--- src/utf8d_pkg.sv ---
package utf8d_pkg;

  localparam int unsigned CpWidth = 21;

  localparam logic [CpWidth-1:0] ReplacementReset = 21'h00FFFD;
  localparam logic [CpWidth-1:0] ByteOrderMark    = 21'h00FEFF;

  localparam logic CFG_REPLACEMENT_VALUE     = 1'b0;
  localparam logic CFG_STRIP_BYTE_ORDER_MARK = 1'b1;

  typedef struct packed {
    logic [7:0] data_byte;
    logic       end_of_stream;
  } in_item_t;

  typedef struct packed {
    logic [CpWidth-1:0] code_point;
    logic               was_invalid;
    logic               last_of_run;
  } out_item_t;

  typedef struct packed {
    logic [CpWidth-1:0] partial_value;
    logic [1:0]         bytes_still_needed;
    logic [1:0]         bytes_consumed;
    logic [1:0]         minimum_class;
    logic               header_done;
  } seq_state_t;

  // Results of one request: bad_count replacements, then an optional decoded value.
  typedef struct packed {
    logic [2:0]         bad_count;
    logic               good;
    logic [CpWidth-1:0] value;
  } burst_t;

  function automatic logic [CpWidth-1:0] class_minimum(input logic [1:0] cls);
    logic [CpWidth-1:0] m;
    case (cls)
      2'd1:    m = 21'h000080;
      2'd2:    m = 21'h000800;
      2'd3:    m = 21'h010000;
      default: m = 21'h000000;
    endcase
    return m;
  endfunction

  function automatic logic bad_value(input logic [CpWidth-1:0] v, input logic [1:0] cls);
    logic overlong;
    logic surrogate;
    logic nonchar;
    logic too_large;
    overlong  = v < class_minimum(cls);
    surrogate = (v >= 21'h00D800) && (v <= 21'h00DFFF);
    nonchar   = ((v >= 21'h00FDD0) && (v <= 21'h00FDEF)) || (v[15:1] == 15'h7FFF);
    too_large = v >= 21'h110000;
    return overlong || surrogate || nonchar || too_large;
  endfunction

endpackage

--- src/utf8d_decode.sv ---
module utf8d_decode
  import utf8d_pkg::*;
(
  input  seq_state_t seq,
  input  in_item_t   item,
  input  logic       strip_bom,
  output seq_state_t seq_next,
  output burst_t     res
);

  logic [CpWidth-1:0] pv_shift;
  logic               is_cont;
  logic               do_fresh;
  logic [7:0]         b;
  seq_state_t         s;
  burst_t             r;

  assign b        = item.data_byte;
  assign is_cont  = b[7:6] == 2'b10;
  assign pv_shift = {seq.partial_value[CpWidth-7:0], b[5:0]};

  always_comb begin
    s        = seq;
    r        = '0;
    do_fresh = 1'b0;

    if (seq.bytes_still_needed != 2'd0) begin
      if (is_cont) begin
        if (seq.bytes_still_needed == 2'd1) begin
          if (strip_bom && !seq.header_done && pv_shift == ByteOrderMark) begin
            r = '0;
          end else if (bad_value(pv_shift, seq.minimum_class)) begin
            r.bad_count = 3'd1;
          end else begin
            r.good  = 1'b1;
            r.value = pv_shift;
          end
          s             = '0;
          s.header_done = 1'b1;
        end else begin
          s.partial_value      = pv_shift;
          s.bytes_still_needed = seq.bytes_still_needed - 2'd1;
          s.bytes_consumed     = seq.bytes_consumed + 2'd1;
        end
      end else begin
        // A broken sequence is replaced byte by byte, then the byte starts over.
        r.bad_count   = 3'd1 + {1'b0, seq.bytes_consumed};
        s             = '0;
        s.header_done = 1'b1;
        do_fresh      = 1'b1;
      end
    end else begin
      do_fresh = 1'b1;
    end

    if (do_fresh) begin
      if (!b[7]) begin
        r.good        = 1'b1;
        r.value       = {13'd0, b};
        s.header_done = 1'b1;
      end else if (b[7:5] == 3'b110) begin
        s.partial_value      = {16'd0, b[4:0]};
        s.bytes_still_needed = 2'd1;
        s.minimum_class      = 2'd1;
        s.bytes_consumed     = 2'd0;
        s.header_done        = 1'b1;
      end else if (b[7:4] == 4'b1110) begin
        s.partial_value      = {17'd0, b[3:0]};
        s.bytes_still_needed = 2'd2;
        s.minimum_class      = 2'd2;
        s.bytes_consumed     = 2'd0;
      end else if (b[7:3] == 5'b11110) begin
        s.partial_value      = {18'd0, b[2:0]};
        s.bytes_still_needed = 2'd3;
        s.minimum_class      = 2'd3;
        s.bytes_consumed     = 2'd0;
        s.header_done        = 1'b1;
      end else begin
        r.bad_count   = r.bad_count + 3'd1;
        s.header_done = 1'b1;
      end
    end

    if (item.end_of_stream) begin
      if (s.bytes_still_needed != 2'd0) begin
        r.bad_count = r.bad_count + 3'd1 + {1'b0, s.bytes_consumed};
      end
      s = '0;
    end

    seq_next = s;
    res      = r;
  end

endmodule

--- src/utf8_to_code_point_decoder.sv ---
// UTF-8 byte stream to Unicode code point decoder.
// Input channel: in_valid / in_stall carry one byte and an end-of-stream mark.
// Output channel: out_valid / out_stall carry one code point per request, with
// a flag for replacements and a mark on the last result caused by each byte.
// Configuration: cfg_write with cfg_index 0 sets the replacement value and
// index 1 the byte order mark stripping; write only while the block is idle.
// A byte is held in an input register, decoded combinationally and its results
// are loaded into a result register once that register is free, from which the
// first result is offered. One byte a cycle is sustained while each byte gives
// at most one result and the receiver does not stall.
// A byte that gives k results (up to four, for broken sequences and
// end-of-stream flushes) holds the result register until all k are taken, while
// the input register takes the next byte.
// When the receiver stalls, the current result holds, the next byte waits in
// the input register and in_stall rises once that register is full.
// Reset clears the sequence state and both valid flags, and sets the
// replacement value to U+FFFD with stripping enabled.
module utf8_to_code_point_decoder
  import utf8d_pkg::*;
(
  input  logic               clk,
  input  logic               rst,
  input  logic               in_valid,
  output logic               in_stall,
  input  in_item_t           in_item,
  output logic               out_valid,
  input  logic               out_stall,
  output out_item_t          out_item,
  input  logic               cfg_write,
  input  logic               cfg_index,
  input  logic [CpWidth-1:0] cfg_data
);

  logic               in_full;
  in_item_t           in_hold;
  seq_state_t         seq;
  seq_state_t         seq_next;
  burst_t             burst;
  burst_t             dec_res;
  logic [CpWidth-1:0] replacement_value;
  logic               strip_bom;
  logic               last;
  logic               out_take;
  logic               burst_free;
  logic               in_move;

  utf8d_decode u_decode (
    .seq      (seq),
    .item     (in_hold),
    .strip_bom(strip_bom),
    .seq_next (seq_next),
    .res      (dec_res)
  );

  assign out_valid  = (burst.bad_count != 3'd0) || burst.good;
  assign last       = (burst.bad_count == 3'd1 && !burst.good) ||
                      (burst.bad_count == 3'd0 && burst.good);
  assign out_take   = out_valid && !out_stall;
  assign burst_free = !out_valid || (out_take && last);
  assign in_move    = in_full && burst_free;
  assign in_stall   = in_full && !burst_free;

  assign out_item.code_point  = (burst.bad_count != 3'd0) ? replacement_value : burst.value;
  assign out_item.was_invalid = burst.bad_count != 3'd0;
  assign out_item.last_of_run = last;

  always_ff @(posedge clk) begin
    if (rst) begin
      in_full <= 1'b0;
    end else if (in_valid && !in_stall) begin
      in_full <= 1'b1;
    end else if (in_move) begin
      in_full <= 1'b0;
    end
  end

  always_ff @(posedge clk) begin
    if (in_valid && !in_stall) begin
      in_hold <= in_item;
    end
  end

  always_ff @(posedge clk) begin
    if (rst) begin
      seq <= '0;
    end else if (in_move) begin
      seq <= seq_next;
    end
  end

  always_ff @(posedge clk) begin
    if (rst) begin
      burst <= '0;
    end else if (in_move) begin
      burst <= dec_res;
    end else if (out_take) begin
      if (burst.bad_count != 3'd0) begin
        burst.bad_count <= burst.bad_count - 3'd1;
      end else begin
        burst.good <= 1'b0;
      end
    end
  end

  always_ff @(posedge clk) begin
    if (rst) begin
      replacement_value <= ReplacementReset;
      strip_bom         <= 1'b1;
    end else if (cfg_write) begin
      unique case (cfg_index)
        CFG_REPLACEMENT_VALUE:     replacement_value <= cfg_data;
        CFG_STRIP_BYTE_ORDER_MARK: strip_bom         <= cfg_data[0];
      endcase
    end
  end

  // An open sequence never has more bytes due and taken than a four-byte form allows.
  assert property (@(posedge clk) disable iff (rst)
    {1'b0, seq.bytes_still_needed} + {1'b0, seq.bytes_consumed} <= 3'd3)
    else $error("Sequence byte counts exceed a four-byte form.");

  // An open sequence always has a minimum class.
  assert property (@(posedge clk) disable iff (rst)
    (seq.bytes_still_needed != 2'd0) |-> (seq.minimum_class != 2'd0))
    else $error("Open sequence without a minimum class.");

  // A request never produces more than four results.
  assert property (@(posedge clk) disable iff (rst)
    ({1'b0, burst.bad_count} + {3'd0, burst.good}) <= 4'd4)
    else $error("Result burst longer than four.");

  // Each taken replacement that is not the last one counts the burst down by one.
  assert property (@(posedge clk) disable iff (rst)
    (out_take && !in_move && burst.bad_count > 3'd1) |=>
      (burst.bad_count == $past(burst.bad_count) - 3'd1))
    else $error("Replacement count did not step down.");

  // A byte leaves the input register only when the result register is free.
  assert property (@(posedge clk) disable iff (rst)
    in_move |-> (!out_valid || (out_take && last)))
    else $error("Result overwritten before it was delivered.");

  // Reset leaves no sequence open.
  assert property (@(posedge clk)
    (!rst && $past(rst)) |-> (seq.bytes_still_needed == 2'd0 && !out_valid))
    else $error("State not cleared by reset.");

endmodule
--- config.mk ---
export PLATFORM = sky130hd
export DESIGN_NAME = utf8_to_code_point_decoder
export DESIGN_NICKNAME = d
export VERILOG_FILES = /design/src/utf8d_pkg.sv /design/src/utf8d_decode.sv /design/src/utf8_to_code_point_decoder.sv
export SDC_FILE = /design/constraint.sdc
export NUM_CORES = 1
export LEC_CHECK = 0
export BUFFER_PORTS_ARGS = -buffer_cell sky130_fd_sc_hd__buf_2
export CAP_MARGIN = 5
export CORE_MARGIN = 2
export CORE_UTILIZATION = 42
export CTS_CLUSTER_SIZE = 30
export DETAILED_ROUTE_END_ITERATION = 16
export GPL_TIMING_DRIVEN = 0
export PLACE_DENSITY_LB_ADDON = 0.15
export SYNTH_ARGS = -nofsm -noshare
export SYNTH_HDL_FRONTEND = slang
export SYNTH_SLANG_ARGS = --single-unit
--- constraint.sdc ---
create_clock -name clk -period 5.1 [get_ports clk]
set_input_delay 0.51 -clock clk [delete_from_list [all_inputs] [get_ports clk]]
set_output_delay 0.51 -clock clk [all_outputs]
set_load 0.005 [all_outputs]
# Word-level counts from Yosys, hierarchy flattened
# Cells that the tools add are included.
# word_totals
latchBits	0
memories	0
register_bits	85
output_inout_bits	25
word_cells	115
in_bits	36
ram_bits	0
mem_bits_ro	0
# classes
bitwise_logic	1
multipliers	0
n_addsub	7
n_reduce_logical	35
n_eq_ne	12
mux	41
magnitude_cmp	6
shift	0
n_div	0
# op_table
op	n
$mux 28	5
$mux 21	5
$mux 25	4
$mux 27	3
$mux 22	3
$pmux 17 s3	1
$ge 21x16->1 const B	2
$le 21x16->1 const B	2
$mux 3	9
$mux 23	1
$eq 21x16->1 const B	1
$ge 21x21->1 const B	1
$lt 21x21->1	1
$eq 15x15->1 const B	1
$logic_and 1x1->1	11
$reduce_bool 2->1	5
$mux 1	8
$mux 4	2
$reduce_and 2->1	4
$logic_or 1x1->1	7
$add 3x1->3 const B	2
$eq 2x2->1 const B	3
$logic_not 1->1	6
$eq 5x5->1 const B	1
13 further kinds	14

# Depth between registers and ports, before layout
# depth
word_depth	27
depth_mapped	15
mapped_depth_nobuf	14

# Modules after synthesis
# From an unflattened synthesis, not the netlist that was laid out.
# unflattened
hier_cells	631
hier_area_um2	4977.3
# by_module_without_submodules
module	cells_each	area_per_inst_um2	n_inst	seq_area_each_um2
utf8_to_code_point_decoder	436	3651.0	1	1791.7
utf8d_decode	195	1326.3	1	0.0

# Worst setup path before layout
# Ideal clock, no wire load.
# synth_timing
path_type	register to register
start	register, netlist name seq[17]
end	register burst[23] (netlist name)
path_stages_with_launch	14
required_time_ns	5.030
t_arrival_ns	2.946
period_less_slack_ns	3.017
setup_ns	0.070
setup_slack_ns	2.083
n_path_buf	0
path_cell_list	dfxtp_1 > or4_1 > nor3_2 > nand3_1 > a22o_1 > a21boi_1 > nand2b_1 > ha_1 > nand3b_1 > o21a_1 > fa_1 > a21boi_0 > a211o_1 > a21oi_1
# synth_via
elab_chain_len	21
word_cells_on_any_way	30
classes_between	3 x add/sub; 6 x order compare; 1 x eq/ne; 13 x mux; 7 x reduce/logical
# synth_lines
element	line	source
$ge 21x16->1 (tied with other cells)	utf8d_pkg.sv:54	surrogate = (v >= 21'h00D800) && (v <= 21'h00DFFF);
$logic_and 1x1->1 (on tied branches)	utf8d_pkg.sv:54, utf8d_pkg.sv:55	
$logic_or 1x1->1 (on tied branches)	utf8d_pkg.sv:57, utf8d_pkg.sv:55	
$logic_or 1x1->1 (2 in series)	utf8d_pkg.sv:57	return overlong || surrogate || nonchar || too_large;
$mux 1	utf8d_decode.sv:32	end else if (bad_value(pv_shift, seq.minimum_class)) begin
$mux 23 (*)	utf8d_decode.sv:30	if (strip_bom && !seq.header_done && pv_shift == ByteOrderMark) begin
$mux 25 (*)	utf8d_decode.sv:29	if (seq.bytes_still_needed == 2'd1) begin
$mux 3 (*)	utf8d_decode.sv:28	if (is_cont) begin
(+4 left out)	n/a	
$mux 3	utf8d_decode.sv:61	end else if (b[7:5] == 3'b110) begin
$mux 3	utf8d_decode.sv:57	if (!b[7]) begin
$mux 25 (*)	utf8d_decode.sv:56	if (do_fresh) begin
$add 3x1->3	utf8d_decode.sv:86	r.bad_count = r.bad_count + 3'd1 + {1'b0, s.bytes_consumed};
$add 3x2->3	utf8d_decode.sv:86	
$mux 3	utf8d_decode.sv:85	if (s.bytes_still_needed != 2'd0) begin
$mux 3 (*)	utf8d_decode.sv:84	if (item.end_of_stream) begin
$mux 4 (*)	utf8_to_code_point_decoder.sv:94	end else if (in_move) begin
end signal, assigned	utf8_to_code_point_decoder.sv:95	burst <= dec_res;
end, declared	utf8_to_code_point_decoder.sv:38	burst_t burst;
# Mark *: on every way between the ends. The rest lies on a longest branch, timed or not.
# A chain may end at the register's enable or synchronous reset.

# Worst setup path after layout
# layout_timing
start	register, netlist name seq[5]
end	register burst[23] (netlist name)
# layout_via
elab_chain_len	15
word_cells_on_any_way	27
classes_between	4 x add/sub; 1 x eq/ne; 20 x mux; 2 x reduce/logical
# layout_lines
element	line	source
$eq 2x1->1	utf8d_decode.sv:29	
$mux 25	utf8d_decode.sv:29	
$mux 3	utf8d_decode.sv:28	
$mux 25	utf8d_decode.sv:27	if (seq.bytes_still_needed != 2'd0) begin
$add 3x1->3	utf8d_decode.sv:79	r.bad_count = r.bad_count + 3'd1;
$mux 3	utf8d_decode.sv:72	end else if (b[7:3] == 5'b11110) begin
$mux 3	utf8d_decode.sv:67	end else if (b[7:4] == 4'b1110) begin
$mux 3	utf8d_decode.sv:61	
$mux 3	utf8d_decode.sv:57	
$mux 25	utf8d_decode.sv:56	
$add 3x1->3	utf8d_decode.sv:86	
$add 3x2->3	utf8d_decode.sv:86	
$mux 3	utf8d_decode.sv:85	
$mux 3 (*)	utf8d_decode.sv:84	
$mux 4 (*)	utf8_to_code_point_decoder.sv:94	
# Marked as above.

==> results.yml <==
power_and_ir_drop:
  p_int_mw: 1.13
  clkPwrFrac_pct: 22.8
  vdd_ir_drop_max_uv: 210
  p_leak_nw: 2.10
  p_per_area_mw_per_mm2: 376
  switchingPower_mw: 0.719
  p_seq_share_pct: 38.1
  combinationalPowerShare_pct: 39.1
  swShare_pct: 38.8
floorplanning:
  io_pins: 61
  die_area_sq_mm: 0.0111
  num_rows: 36
  die_h_um: 105
  start_util_pct: 43.6
  core_area_sq_mm: 0.00986
  die_w_um: 105
route:
  firstDrtPassIters: 5
  drt_iter0_drc: 220
  drt_wl_total_mm: 12.0
  wl_per_cell_um: 16.2
  drc_errors: 0
  vias: 4077
  drtAntennaViolNets: 0
  viasPerCell: 5.48
place:
  place_hpwl_mm: 9.24
  placed_area_sq_mm: 0.00476
  io_buffers: 59
  dp_slack_ns: 1.45
  gp_routability_congestion: 0.927
synth:
  synth_common_cells: "nand2_1, dfxtp_1, nand3_1"
  yosysWarnings: 0
  synth.most_common_cell: "nand2_1"
  ys_seq_area_share_pct: 38.9
  syn_area_sq_mm: 0.00430
  synth.distinct_cells: 59
  synth_top_area_share_pct: 32.6
  synth_area_per_cell_sq_um: 7.99
  synth_fp_nets: 585
  synth_edf_count: 9
  synth_flop_cell: "dfxtp_1"
  ys_seq_elements: 79
  yosys.area.top_type: "dfxtp_1"
  async_flop_share_pct: 0
  synth_cells: 538
  synth_area_leaders: "dfxtp_1, nand2_1, o41ai_2"
cts:
  numCtsBuffers: 9
  post_cts_buffers: 0
  worstSkewPairLatency_ns: 0.36
  clkSinkCount: 79
  holdBufCountCts: 0
  cts.htree.levels: 3
  clk_pin_slew_ns: 0.08
  cts_buffer_depth: 2
  cts_tree: "done"
  cts-root-buf: "clkbuf_8"
  post_cts_resized: 0
global_routing:
  grt_overflow_total: 0
  grt_pass1_wl_mm: 19.8
  met1_usage_pct: 29.8
  grt_usage_pct: 22.6
  grt_max_degree: 12
  busiest_layer: "met2"
  grtUsageMet2_pct: 36.9
  antenna_found_initial: 0
  met3_usage_pct: 3.18
  grt_pass1_vias: 3993
worst_setup_path:
  worst-endpoint-arrival_ns: 3.96
  critPathLaunchType: "flip-flop"
  crit_chain: "inv_1, ha_1, clkbuf_1, nor2_1, nand2_1, a31oi_1, a21boi_1, nand2b_1, ha_1, nand3b_1, o21a_1, fa_1, a21boi_0, a211o_1, a21oi_1"
  cpMostUsedCell: "ha_1"
  cp-end-kind: "flip-flop"
  path_class: "reg2reg"
  path_max_fanout: 10
  crit_required_ns: 5.38
  cp_slowest_stage_delay_ns: 0.42
  crit_path_top_delay_cell: "a21boi_1"
job:
  max-cap-violations: 0
sta:
  worst_clock_skew_ns: 0.0144
  worstMarginPinSlew_ns: 0.711
  setup_viol: 0
  slew_violations: 0
  rsz0062_at_grt: "no"
  worst_hold_slack_ns: 0.320
  finalWorstSetupSlack_ns: 1.42
  finalCritPeriodShare_pct: 72.2
  tns_ns: 0
  max_freq_mhz: 272
  hold_viol: 0
  layout_min_cycle_time_ns: 3.68
  max_slew_margin_pct: 52.3
layout:
  synthToLayoutAreaGrowth_pct: 14.5
  fin_util_pct: 49.9
  antenna_cells: 0
  final_area_sq_mm: 0.00493
  drive_gt1_share_pct: 17.8
  final_nets: 655
run_status:
  status: "finished, final reports clean"
hold_path:
  holdCritPathClass: "in2reg"
[worst paths after layout]
kind	startpoint	to	slack [ns]	cells after the start
setup / recovery	seq[5]$_SDFFE_PP0P_	burst[23]$_SDFFE_PP0P_	1.42	15
hold / removal	in_item[7]	in_hold[7]$_DFFE_PP_	0.32	1
setup reg to reg	seq[5]$_SDFFE_PP0P_	burst[23]$_SDFFE_PP0P_	1.42	15
hold reg to reg	replacement_value[1]$_SDFFE_PP0P_	replacement_value[1]$_SDFFE_PP0P_	0.46	2
[power groups by stage]
stage / logic (mW) / registers (mW) / clock network [mW]
6_report: 0.725 / 0.706 / 0.421
5_1_grt: 0.808 / 0.711 / 0.458
2_1_floorplan: 0.467 / 0.708 / 0
4_1_cts: 0.728 / 0.705 / 0.428
3_5_place_dp: 0.724 / 0.719 / 0
3_3_place_gp: 0.718 / 0.719 / 0
[worst max-delay path: cells and delay by family, from the launching register on]
family	cells	cell delay, ns
DFF	1	0.36
AOI/OAI and AO/OA	6	1.45
adders and majority gates	3	0.89
buffers and inverters	2	0.32
and+or+nand+nor	4	0.58
[through the flow]
| stage | power [mW] | instances |
|---|---|---|
| floorplan | 1.17 | 538 |
| global placement | 1.44 | 730 |
| detailed placement | 1.44 | 730 |
| CTS | 1.86 | 744 |
| global route | 1.98 | 744 |
| finish | 1.85 | 744 |
[metal layers]
layer  up-vias  part of all wire, %
met2       150                   47
li1       2039                    -
met5         -                    0
met4         0                  2.1
met1      1863                   46
met3        25                  5.4
[state kept, by name, indices dropped and copies added (netlist names)]
name and cells:
burst 25, in_full 1, in_hold 9, replacement_value 21, seq 22, strip_bom 1
[cell families after synthesis]
family | Yosys count | share of synthesized area, %
buffers and inverters | 71 | 6.92
XOR/XNOR | 1 | 0.204
AO/OA/AOI/OAI | 120 | 22.5
adder cells (fa/ha/maj) | 11 | 3.38
multiplexers | 2 | 0.466
AND/OR/NAND/NOR | 254 | 27.7
flip-flops | 79 | 38.9
[cell type report]
class	count	area [sq um]
Timing Repair Buffer	59	295
Tap cell	133	166
Multi-Input combinational cell	388	2330
Inverter	31	116
Clock inverter	1	5.00
Fill cell	999	4940
Buffer	40	181
Clock buffer	13	159
Sequential cell	79	1670
[placed cells by master, fill, tap and decap left out, drive strengths merged, types with 11 or more instances in the layout]
cell type | Yosys | final
dfxtp | 70 | 70
a21oi | 31 | 31
nor2 | 29 | 29
clkbuf | 25 | 38
inv | 31 | 31
nand3 | 37 | 37
o21ai | 20 | 20
buf | 15 | 74
nor4 | 11 | 11
o41ai | 20 | 20
nand2 | 129 | 129
Note: power is estimated with default switching activity, not from simulation.
